$ cat src/design/upc_pkg.sv
// Shared types, character constants and helper functions for the URL percent codec.
package upc_pkg;

    // Decode phase codes
    localparam logic [1:0] PH_IDLE = 2'd0;  // nothing pending
    localparam logic [1:0] PH_PCT  = 2'd1;  // '%' pending
    localparam logic [1:0] PH_DIG  = 2'd2;  // '%' and one hex digit pending

    // Mode register values
    localparam logic MODE_ENCODE = 1'b0;
    localparam logic MODE_DECODE = 1'b1;

    // Register byte addresses
    localparam logic [0:0] ADDR_MODE = 1'b0;

    localparam logic [7:0] PCT_CHAR   = 8'h25;
    localparam logic [7:0] HI_MASK    = 8'hF0;
    localparam logic [7:0] LO_MASK    = 8'h0F;
    localparam logic [7:0] CASE_MASK  = 8'hDF;
    localparam logic [7:0] ALPHA_BASE = 8'h37;  // 'A' - 10

    localparam int MAX_RESULTS = 3;

    typedef logic [7:0] t_byte;
    typedef logic [1:0] t_count;

    // Translation outcome for one input byte
    typedef struct packed {
        t_byte [MAX_RESULTS-1:0] bytes;
        t_count                  count;
        logic [1:0]              phase;
        t_byte                   held;
    } t_xlate;

    function automatic logic is_hex(input t_byte c);
        return (c inside {[8'h30:8'h39], [8'h41:8'h46], [8'h61:8'h66]});
    endfunction

    function automatic logic [3:0] hex_val(input t_byte c);
        t_byte v;
        if (c >= 8'h41) begin
            v = (c & CASE_MASK) - ALPHA_BASE;
        end else begin
            v = c - 8'h30;
        end
        return v[3:0];
    endfunction

    function automatic t_byte nibble_char(input logic [3:0] n);
        if (n > 4'd9) begin
            return {4'd0, n} + ALPHA_BASE;
        end
        return {4'd0, n} + 8'h30;
    endfunction

    // Letters, digits and the safe punctuation set pass through in encode mode
    function automatic logic passes(input t_byte c);
        return (c inside {[8'h41:8'h5A], [8'h61:8'h7A], [8'h30:8'h39],
                          8'h2F, 8'h2B, 8'h2D, 8'h5F, 8'h3F, 8'h24, 8'h40, 8'h27,
                          8'h2A, 8'h28, 8'h29, 8'h3D, 8'h3A, 8'h7E, 8'h7C, 8'h2E,
                          8'h21, 8'h23});
    endfunction

endpackage

$ cat src/design/upc_xlate.sv
// Combinational translation of one input byte into up to three output bytes.
module upc_xlate
    import upc_pkg::*;
(
    input  logic       i_mode,
    input  t_byte      i_char,
    input  logic       i_eos,
    input  logic [1:0] i_phase,
    input  t_byte      i_held,
    output t_xlate     o_res
);

    always_comb begin
        t_byte [MAX_RESULTS-1:0] b;
        t_count     n;
        logic [1:0] ph;
        t_byte      held;
        logic       normal;

        b      = '0;
        n      = '0;
        ph     = PH_IDLE;
        held   = i_held;
        normal = 1'b0;

        if (i_mode == MODE_ENCODE) begin
            // pass through or expand to %XX; pending decode state is dropped
            if (passes(i_char)) begin
                b[0] = i_char;
                n    = 2'd1;
            end else begin
                b[0] = PCT_CHAR;
                b[1] = nibble_char(4'((i_char & HI_MASK) >> 4));
                b[2] = nibble_char(4'(i_char & LO_MASK));
                n    = 2'd3;
            end
        end else begin
            case (i_phase)
                PH_PCT: begin
                    if (is_hex(i_char)) begin
                        held = i_char;
                        ph   = PH_DIG;
                    end else begin
                        b[n]   = PCT_CHAR;
                        n      = n + 2'd1;
                        normal = 1'b1;
                    end
                end
                PH_DIG: begin
                    if (is_hex(i_char)) begin
                        b[n] = {hex_val(i_held), hex_val(i_char)};
                        n    = n + 2'd1;
                    end else begin
                        b[n]        = PCT_CHAR;
                        b[n + 2'd1] = i_held;
                        n           = n + 2'd2;
                        normal      = 1'b1;
                    end
                end
                default: begin
                    normal = 1'b1;
                end
            endcase

            // byte that broke or did not start a sequence
            if (normal) begin
                if (i_char == PCT_CHAR) begin
                    ph = PH_PCT;
                end else begin
                    b[n] = i_char;
                    n    = n + 2'd1;
                end
            end

            // flush whatever is held at end of string
            if (i_eos) begin
                if (ph == PH_PCT) begin
                    b[n] = PCT_CHAR;
                    n    = n + 2'd1;
                end else if (ph == PH_DIG) begin
                    b[n]        = PCT_CHAR;
                    b[n + 2'd1] = held;
                    n           = n + 2'd2;
                end
                ph = PH_IDLE;
            end
        end

        o_res.bytes = b;
        o_res.count = n;
        o_res.phase = ph;
        o_res.held  = held;
    end

endmodule

$ cat src/design/url_percent_codec_core.sv
// Top level of the URL percent encoder/decoder: stream ports, mode register, result buffer.
//
//  Channel | Direction | Payload                                  | Accept
//  s_axis  | in        | tdata=char_in[7:0], tlast=end_of_string  | tvalid & tready
//  m_axis  | out       | tdata=char_out[7:0], tlast=run_last,     | tvalid & tready
//          |           | tuser=string_last                        |
//  apb     | in        | mode at byte address 0                   | psel&penable&pwrite
//
// An input byte is translated in the cycle it is accepted and its 0..3 result
// bytes (three for an escaped byte in encode mode) land in a three-entry result
// buffer, one leaving per cycle while m_axis_tready is high. The next input byte
// is accepted only as the last of them is taken; a result-free byte leaves the buffer empty.
// s_axis_tready is high while the buffer is empty or its last byte is being taken.
// Reset (synchronous) empties the result buffer and clears decode phase, held digit and mode.
module url_percent_codec_core
    import upc_pkg::*;
(
    input  logic        i_clk,
    input  logic        i_rst_n,
    // input stream
    input  logic        s_axis_tvalid,
    output logic        s_axis_tready,
    input  logic [7:0]  s_axis_tdata,   // [7:0] char_in
    input  logic        s_axis_tlast,   // end_of_string
    // output stream
    output logic        m_axis_tvalid,
    input  logic        m_axis_tready,
    output logic [7:0]  m_axis_tdata,   // [7:0] char_out
    output logic        m_axis_tlast,   // run_last
    output logic        m_axis_tuser,   // [0] string_last
    // configuration
    input  logic        psel,
    input  logic        penable,
    input  logic        pwrite,
    input  logic [0:0]  paddr,
    input  logic [31:0] pwdata,
    output logic [31:0] prdata,
    output logic        pready
);

    logic       r_mode;
    logic [1:0] r_phase;
    t_byte      r_held;
    t_byte [MAX_RESULTS-1:0] r_buf;
    t_count     r_cnt;
    t_count     r_idx;
    logic       r_eos;

    logic       n_mode;
    logic [1:0] n_phase;
    t_byte      n_held;
    t_count     n_cnt;
    t_count     n_idx;

    t_xlate     xl;
    logic       s_fire;
    logic       m_fire;
    logic       m_last;

    // configuration port
    assign pready = 1'b1;
    assign prdata = (paddr == ADDR_MODE) ? {31'd0, r_mode} : 32'd0;

    always_comb begin
        n_mode = r_mode;
        if (psel && penable && pwrite && pready && paddr == ADDR_MODE) begin
            n_mode = pwdata[0];
        end
    end

    // translation of the byte on the input port
    upc_xlate u_xlate (
        .i_mode  (r_mode),
        .i_char  (s_axis_tdata),
        .i_eos   (s_axis_tlast),
        .i_phase (r_phase),
        .i_held  (r_held),
        .o_res   (xl)
    );

    // handshakes
    assign m_last        = (r_idx == r_cnt - 2'd1);
    assign m_fire        = m_axis_tvalid && m_axis_tready;
    assign s_axis_tready = (r_cnt == 2'd0) || (m_fire && m_last);
    assign s_fire        = s_axis_tvalid && s_axis_tready;

    // output side
    assign m_axis_tvalid = (r_cnt != 2'd0);
    assign m_axis_tdata  = r_buf[r_idx];
    assign m_axis_tlast  = m_last;
    assign m_axis_tuser  = m_last && r_eos;

    // decode state and result buffer control
    always_comb begin
        n_phase = r_phase;
        n_held  = r_held;
        n_cnt   = r_cnt;
        n_idx   = r_idx;
        if (s_fire) begin
            n_phase = xl.phase;
            n_held  = xl.held;
            n_cnt   = xl.count;
            n_idx   = '0;
        end else if (m_fire) begin
            if (m_last) begin
                n_cnt = '0;
                n_idx = '0;
            end else begin
                n_idx = r_idx + 2'd1;
            end
        end
    end

    always_ff @(posedge i_clk) begin
        if (!i_rst_n) begin
            r_mode  <= MODE_ENCODE;
            r_phase <= PH_IDLE;
            r_held  <= '0;
            r_cnt   <= '0;
            r_idx   <= '0;
        end else begin
            r_mode  <= n_mode;
            r_phase <= n_phase;
            r_held  <= n_held;
            r_cnt   <= n_cnt;
            r_idx   <= n_idx;
        end
    end

    // result payload, loaded per accepted byte
    always_ff @(posedge i_clk) begin
        if (s_fire) begin
            r_buf <= xl.bytes;
            r_eos <= s_axis_tlast;
        end
    end

endmodule

$ cat config.mk
export PLATFORM = sky130hd
export DESIGN_NAME = url_percent_codec_core
export DESIGN_NICKNAME = d
export VERILOG_FILES = /design/src/design/upc_pkg.sv /design/src/design/upc_xlate.sv /design/src/design/url_percent_codec_core.sv
export SDC_FILE = /design/constraint.sdc
export NUM_CORES = 1
export LEC_CHECK = 0
export BUFFER_PORTS_ARGS = -buffer_cell sky130_fd_sc_hd__buf_2
export CORE_MARGIN = 5
export CORE_UTILIZATION = 54
export CTS_CLUSTER_DIAMETER = 200
export DETAILED_ROUTE_END_ITERATION = 8
export PLACE_DENSITY = 0.77
export SKIP_CTS_REPAIR_TIMING = 1
export SLEW_MARGIN = 20
export SYNTH_ARGS = -nofsm -noshare
export SYNTH_HDL_FRONTEND = slang
export SYNTH_SLANG_ARGS = --single-unit
export TNS_END_PERCENT = 100
$ cat constraint.sdc
create_clock -name i_clk -period 6.2 [get_ports i_clk]
set_input_delay 0.31 -clock i_clk [delete_from_list [all_inputs] [get_ports i_clk]]
set_output_delay 0.31 -clock i_clk [all_outputs]
set_load 0.02 [all_outputs]
==> impl_metrics.tcl, run 1 <==
set metrics [dict create \
    fmax_mhz 194 \
    syn2layout_area_growth_pct 3.93 \
    clk_pin_slew_worst_paths_ns 0.08 \
    die_area_um2 8520 \
    htreeDepth 2 \
    finalSetupTns_ns 0 \
    p_comb_share_pct 25.5 \
    ys_top_cells_by_area "edfxtp_1 (21%), dfxtp_1 (8.2%), ha_1 (7.9%)" \
    finalHoldViolCount 0 \
    gp_congestion 0.997 \
    reg2regPathDepth 13 \
    grt_pass1_wl_mm 15.4 \
    peakVddDrop_uv 67.9 \
    dp_hpwl_mm 7.23 \
    grt_pass1_vias 3034 \
    p_seq_share_pct 44.9 \
    synth_top_cells_by_count "nand2_1 (34), nor2_1 (34), o21ai_0 (34)" \
    end_kind "flop" \
    final_util_pct 56.9 \
    max_slew_margin_pct 37.8 \
    drcViolationCount 0 \
    swShare_pct 32.0 \
    yosysWarnings 0 \
    diodes 0 \
    route.vias.total 3349 \
    clock-sinks 40 \
    placedCellCount 523 \
    fp-row-count 30 \
    power_density_nw_per_um2 187 \
    synth_cell_types 70 \
    synth-seq-cells 40 \
    start_kind "input port" \
    clk_path_buf_depth 2 \
    reg2reg_from "r_phase[0]" \
    wl_per_cell_um 18.2 \
    total_power_uw 712 \
    synthArstFlopShare_pct 0 \
    first_iter_violations 416 \
    routed_wl_mm 9.64 \
    period_minus_slack_ns 5.16 \
    postSynthAreaPerCell_um2 8.37 \
    power.switching_uw 228 \
    fillers 649 \
    leakage_uw 0.00155 \
    clk_latency_ns 0.30 \
    ys_seq_area_share_pct 28.7 \
    antenna_left 0 \
    reg2reg_setup_slack_ns 2.41 \
    overflow 0 \
    grt_max_degree 27 \
    layout.nets 522 \
    pre_cts_ws_ns 0.837 \
    synth_edf_count 25 \
    start_util_pct 54.7 \
    core_area_um2 6680 \
    antenna_found_initial 0 \
    yosysTopAreaCellShare_pct 20.5 \
    cp.required_ns 6.23 \
    syn_inst 437 \
    io_pins 94 \
    final_cells 531 \
    holdPathEnd "r_mode" \
    yosysTopAreaCell "edfxtp_1" \
    outcome "complete, no violations" \
    cap_violations 0 \
    drive_above_1_share_pct 12.0 \
    chipHeight_um 92.3 \
    worst_pin_slew_ns 0.925 \
    cp_data_arrival_time_ns 5.19 \
    holdPathStages 3 \
    hold_start "pwdata[0]" \
    hold_class "input port to flop" \
    skew_ns 0.00550 \
    min_period_over_period_pct 83.2 \
    setup_viol 0 \
    ys.flop_type "edfxtp_1" \
    numCtsBuffers 5 \
    numPortBuffers 30 \
    cts_tree "yes" \
    r2r_end "r_buf[2]" \
    die_w_um 92.3 \
    vias_per_cell 6.31 \
    root_buffer "clkbuf_8" \
    crit_path_max_fanout 14 \
    critPathKind "input port to flop" \
    setup_ws_ns 1.04 \
    rsz0062_at_grt "no" \
    clockPowerShare_pct 29.5 \
    internal_power_uw 484 \
    drtPass1Iterations 5 \
    synth.cell_area_um2 3660 \
    final_max_slew_viol_count 0 \
    grt_use_total_pct 22.6 \
]
==> stage by stage <==
step,hold WS [ns],instance area [um2]
finish,0.258,3800
global route,0.276,3800
CTS,0.254,3800
detailed placement,0.487,3690
global placement,0.486,3690
floorplan,0.409,3770
==> cell families after synthesis <==
| kind of cell | count (synthesis) | share of synthesized area [%] |
|---|---|---|
| AND/OR/NAND/NOR | 137 | 19.8 |
| adder cells (fa/ha/maj) | 23 | 7.87 |
| XOR/XNOR | 8 | 1.92 |
| multiplexers | 16 | 4.38 |
| AO/OA/AOI/OAI | 124 | 24.2 |
| other | 2 | 0.205 |
| flip-flops | 40 | 28.7 |
| buffers and inverters | 87 | 12.9 |
==> sequential cells by signal, summed over array words and instances, names as in the netlist <==
signal	count
r_buf	24
r_held	8
r_cnt	2
r_idx	2
r_phase	2
r_eos	1
r_mode	1
==> worst max path at each step <==
stage / start / to / slack, ns / cells past startpoint
global route: s_axis_tdata[1] / r_buf[2] / 0.80 / 19
finish: s_axis_tdata[0] / r_buf[2] / 1.04 / 19
global placement: s_axis_tdata[0] / r_buf[2] / 0.78 / 19
detailed placement: s_axis_tdata[1] / r_buf[2] / 0.84 / 19
CTS: s_axis_tdata[0] / r_buf[2] / 1.10 / 19
floorplan: s_axis_tdata[0] / r_buf[2] / 1.60 / 20
==> cell type report <==
class,count,area [um2],share of cell area [%]
clock buffers,6,72.6,1.91
well taps,80,100,2.63
clock inverters,2,35.0,0.922
flip-flops and latches,40,1050,27.6
repair buffers,35,188,4.94
multi-input cells,340,2250,59.2
inverters,28,105,2.76
==> layer usage <==
metal	GRT usage (%)	routed length (um)
met4	9.16	197
met2	35.6	4540
met1	32.1	4180
met5	0	0
met3	1.71	730
==> layout by cell type (no fill, tap or decap), types with 8 or more instances in the layout <==
cell	n
buf_2	30
a31oi_1	10
edfxtp_1	25
nand3_1	13
a21oi_1	15
mux2i_1	16
inv_1	28
nor2_1	34
o21ai_0	34
nand2_1	34
ha_1	23
nand4_1	8
dfxtp_1	15
conb_1	32
==> critical path: stages <==
cell	delay (ns)
buf_2	0.20
inv_1	0.19
ha_1	0.35
or4b_4	0.53
a311oi_2	0.37
nor2_1	0.09
buf_4	0.19
or3_1	0.53
nor2_1	0.19
a21oi_2	0.09
ha_1	0.37
o211ai_1	0.10
a211o_1	0.32
and2_1	0.17
ha_1	0.22
o311ai_2	0.18
nand4_1	0.23
a21oi_2	0.39
a22oi_1	0.17
==> power by group through the flow <==
| stage | clock network (uW) | logic [uW] | registers, uW |
|---|---|---|---|
| 5_1_grt | 225 | 198 | 323 |
| 3_3_place_gp | 0 | 175 | 325 |
| 2_1_floorplan | 0 | 150 | 322 |
| 3_5_place_dp | 0 | 179 | 326 |
| 6_report | 210 | 182 | 320 |
| 4_1_cts | 213 | 180 | 320 |
No activity file was read; power rests on OpenSTA's default activity.
==> run 2: changes to the inputs <==
--- a/config.mk
+++ b/config.mk
@@ -5,9 +5,10 @@
 export SDC_FILE = /design/constraint.sdc
 export NUM_CORES = 1
 export LEC_CHECK = 0
+export ABC_AREA = 1
 export BUFFER_PORTS_ARGS = -buffer_cell sky130_fd_sc_hd__buf_2
 export CORE_MARGIN = 5
-export CORE_UTILIZATION = 54
+export CORE_UTILIZATION = 55
 export CTS_CLUSTER_DIAMETER = 200
 export DETAILED_ROUTE_END_ITERATION = 8
 export PLACE_DENSITY = 0.77
==> constraint.sdc (replaced) <==
create_clock -name i_clk -period 5.4 [get_ports i_clk]
set_input_delay 0.27 -clock i_clk [delete_from_list [all_inputs] [get_ports i_clk]]
set_output_delay 0.27 -clock i_clk [all_outputs]
set_load 0.02 [all_outputs]
==> run 2 against run 1 <==
Compared with the run above:
- critical path depth up 4
- worst hold slack got worse by 0.025 ns
- first-iteration DRC count fell by 9.6%
- die area rose by 6.4%
- synthesized area up 9.2%
- synthesized cell count increased by 29%
- combinational power up 10%
- clock power up 16%
- largest power group unchanged
==> impl_metrics.tcl, run 2 <==
set metrics [dict create \
    synth_edf_count 25 \
    total_power_uw 806 \
    io_pins 94 \
    layout.nets 649 \
    critPathKind "input port to flop" \
    max_slew_margin_pct 35.5 \
    power_density_nw_per_um2 195 \
    synth.cell_area_um2 4000 \
    syn2layout_area_growth_pct 3.44 \
    vias_per_cell 5.64 \
    grt_max_degree 29 \
    die_area_um2 9070 \
    skew_ns 0.00534 \
    stdcell_area_um2 4130 \
    synth_top_cells_by_count "nand2_1 (101), inv_1 (65), nor2_1 (48)" \
    final_common_cell "nand2_1" \
    yosysTopAreaCellShare_pct 18.8 \
    start_kind "input port" \
    diodes 0 \
    dp_hpwl_mm 8.16 \
    cp_data_arrival_time_ns 4.14 \
    max_flop_register "r_buf" \
    synth-seq-cells 40 \
    cpPeakStageDelay_ns 0.34 \
    postSynthAreaPerCell_um2 7.11 \
    routed_wl_mm 10.5 \
    grt_pass1_wl_mm 17.0 \
    period_minus_slack_ns 4.10 \
    setup_viol 0 \
    critPathBufInv 8 \
    antenna_left 0 \
    worst_pin_slew_ns 0.966 \
    fp-row-count 31 \
    whs_ns 0.232 \
    root_buffer "clkbuf_8" \
    peakVddDrop_uv 89.5 \
    overflow 0 \
    final_max_slew_viol_count 0 \
    clock-sinks 40 \
    start_util_pct 55.7 \
    wl_per_cell_um 15.5 \
    route.vias.total 3820 \
    grt_pass1_vias 3525 \
    htreeDepth 2 \
    cts_tree "yes" \
    clk_latency_ns 0.29 \
    grt_use_total_pct 23.8 \
    gp_congestion 0.954 \
    chipHeight_um 95.2 \
    antenna_found_initial 0 \
    synth_cell_types 50 \
    largest_reg_flops 24 \
    top_regs "r_buf: 24 flops, r_held: 8 flops" \
    end_kind "flop" \
    clk_pin_slew_worst_paths_ns 0.07 \
    ys_seq_area_share_pct 26.3 \
    crit_chain "buf_2, inv_1, ha_1, inv_1, nand3_1, nand2_1, nand2_2, nand2_2, nand3_4, nor2_2, inv_1, nor2_1, inv_1, ha_1, nand3_1, nand2_2, inv_2, ha_1, inv_1, nor3_1, inv_1, o221ai_1, nand2_1" \
    dpl_cell_area_um2 4030 \
    ys_top_cells_by_area "edfxtp_1 (19%), nand2_1 (9.5%), dfxtp_1 (7.5%)" \
    synth_most_common_cell "nand2_1" \
    first_iter_violations 376 \
    fmax_mhz 244 \
    leakage_uw 0.00184 \
    die_w_um 95.2 \
    drcViolationCount 0 \
    clk_path_buf_depth 2 \
    core_area_um2 7180 \
    yosysTopAreaCell "edfxtp_1" \
    crit_slowest_cell "nor3_1" \
    finalHoldViolCount 0 \
    numCtsBuffers 5 \
    rsz0062_at_grt "no" \
    syn_inst 562 \
    crit_family "simple AND/OR/NAND/NOR gates" \
    synthArstFlopShare_pct 0 \
    numPortBuffers 30 \
    min_period_over_period_pct 76.0 \
    mostFrequentLayoutCells "nand2_1 (101), inv_1 (65), nor2_1 (48)" \
    ys.flop_type "edfxtp_1" \
    outcome "complete, no violations" \
    yosysWarnings 0 \
    finalSetupTns_ns 0 \
    crit_top_cell "inv_1" \
    crit_path_max_fanout 15 \
    hold_class "input port to flop" \
    cap_violations 0 \
    drtPass1Iterations 5 \
    cp.required_ns 5.44 \
    drive_above_1_share_pct 15.2 \
]
## run 2: cell count changes after synthesis, sizes merged, moves of 21 or more
| cell | change |
|---|---|
| nand3 | +30 |
| a21oi | +22 |
| inv | +46 |
| nand2 | +87 |
| nor2 | +21 |
## run 2: final timing paths
check / from / end / slack (ns) / cells past startpoint
worst max-delay path: s_axis_tdata[1] / r_buf[13] / 1.30 / 23
worst min register to register: r_held[7] / r_held[7] / 0.46 / 2
worst max register to register: r_phase[0] / r_buf[13] / 2.05 / 17
worst min-delay path: pwdata[0] / r_mode / 0.23 / 2
## run 2: kinds of logic (layout without fill, tap and decap cells)
group,Yosys count,in the layout,share of synthesized area (%)
simple gates,234,234,28.9
compound gates,128,128,19.5
buf+inv,128,114,16.2
flops,40,40,26.3
fa+ha+maj,23,23,7.20
xor+xnor,7,7,1.72
other cells,2,32,0.188
## run 2: layout make-up
| type | count | area (um2) |
|---|---|---|
| clock inverter | 2 | 35.0 |
| timing repair buffer | 30 | 150 |
| sequential | 40 | 1050 |
| tap | 99 | 124 |
| clock buffer | 6 | 72.6 |
| inverter | 76 | 290 |
| fill | 713 | 3040 |
| multi-input combinational | 424 | 2410 |
## run 2: layer usage
metal	share of wire (%)	GRT usage (%)	vias up
met5	0	0	-
met2	48	40.8	223
li1	-	-	1839
met3	9.0	2.92	47
met1	39	29.7	1711
met4	4.3	11.1	0
## run 2: through the flow
stage | util [%] | instances | worst slack [ns]
global route | 57.6 | 677 | 1.05
global placement | 56.1 | 669 | 1.13
CTS | 57.6 | 677 | 1.42
finish | 57.6 | 677 | 1.30
detailed placement | 56.1 | 669 | 1.12
floorplan | - | 592 | 2.09
## run 2: report_power, final
part           total [uW]  internal (uW)  switching [uW]
clock                 243            137             105
combinational         201           52.6             148
sequential            362            353            9.26
total                 806            543             263
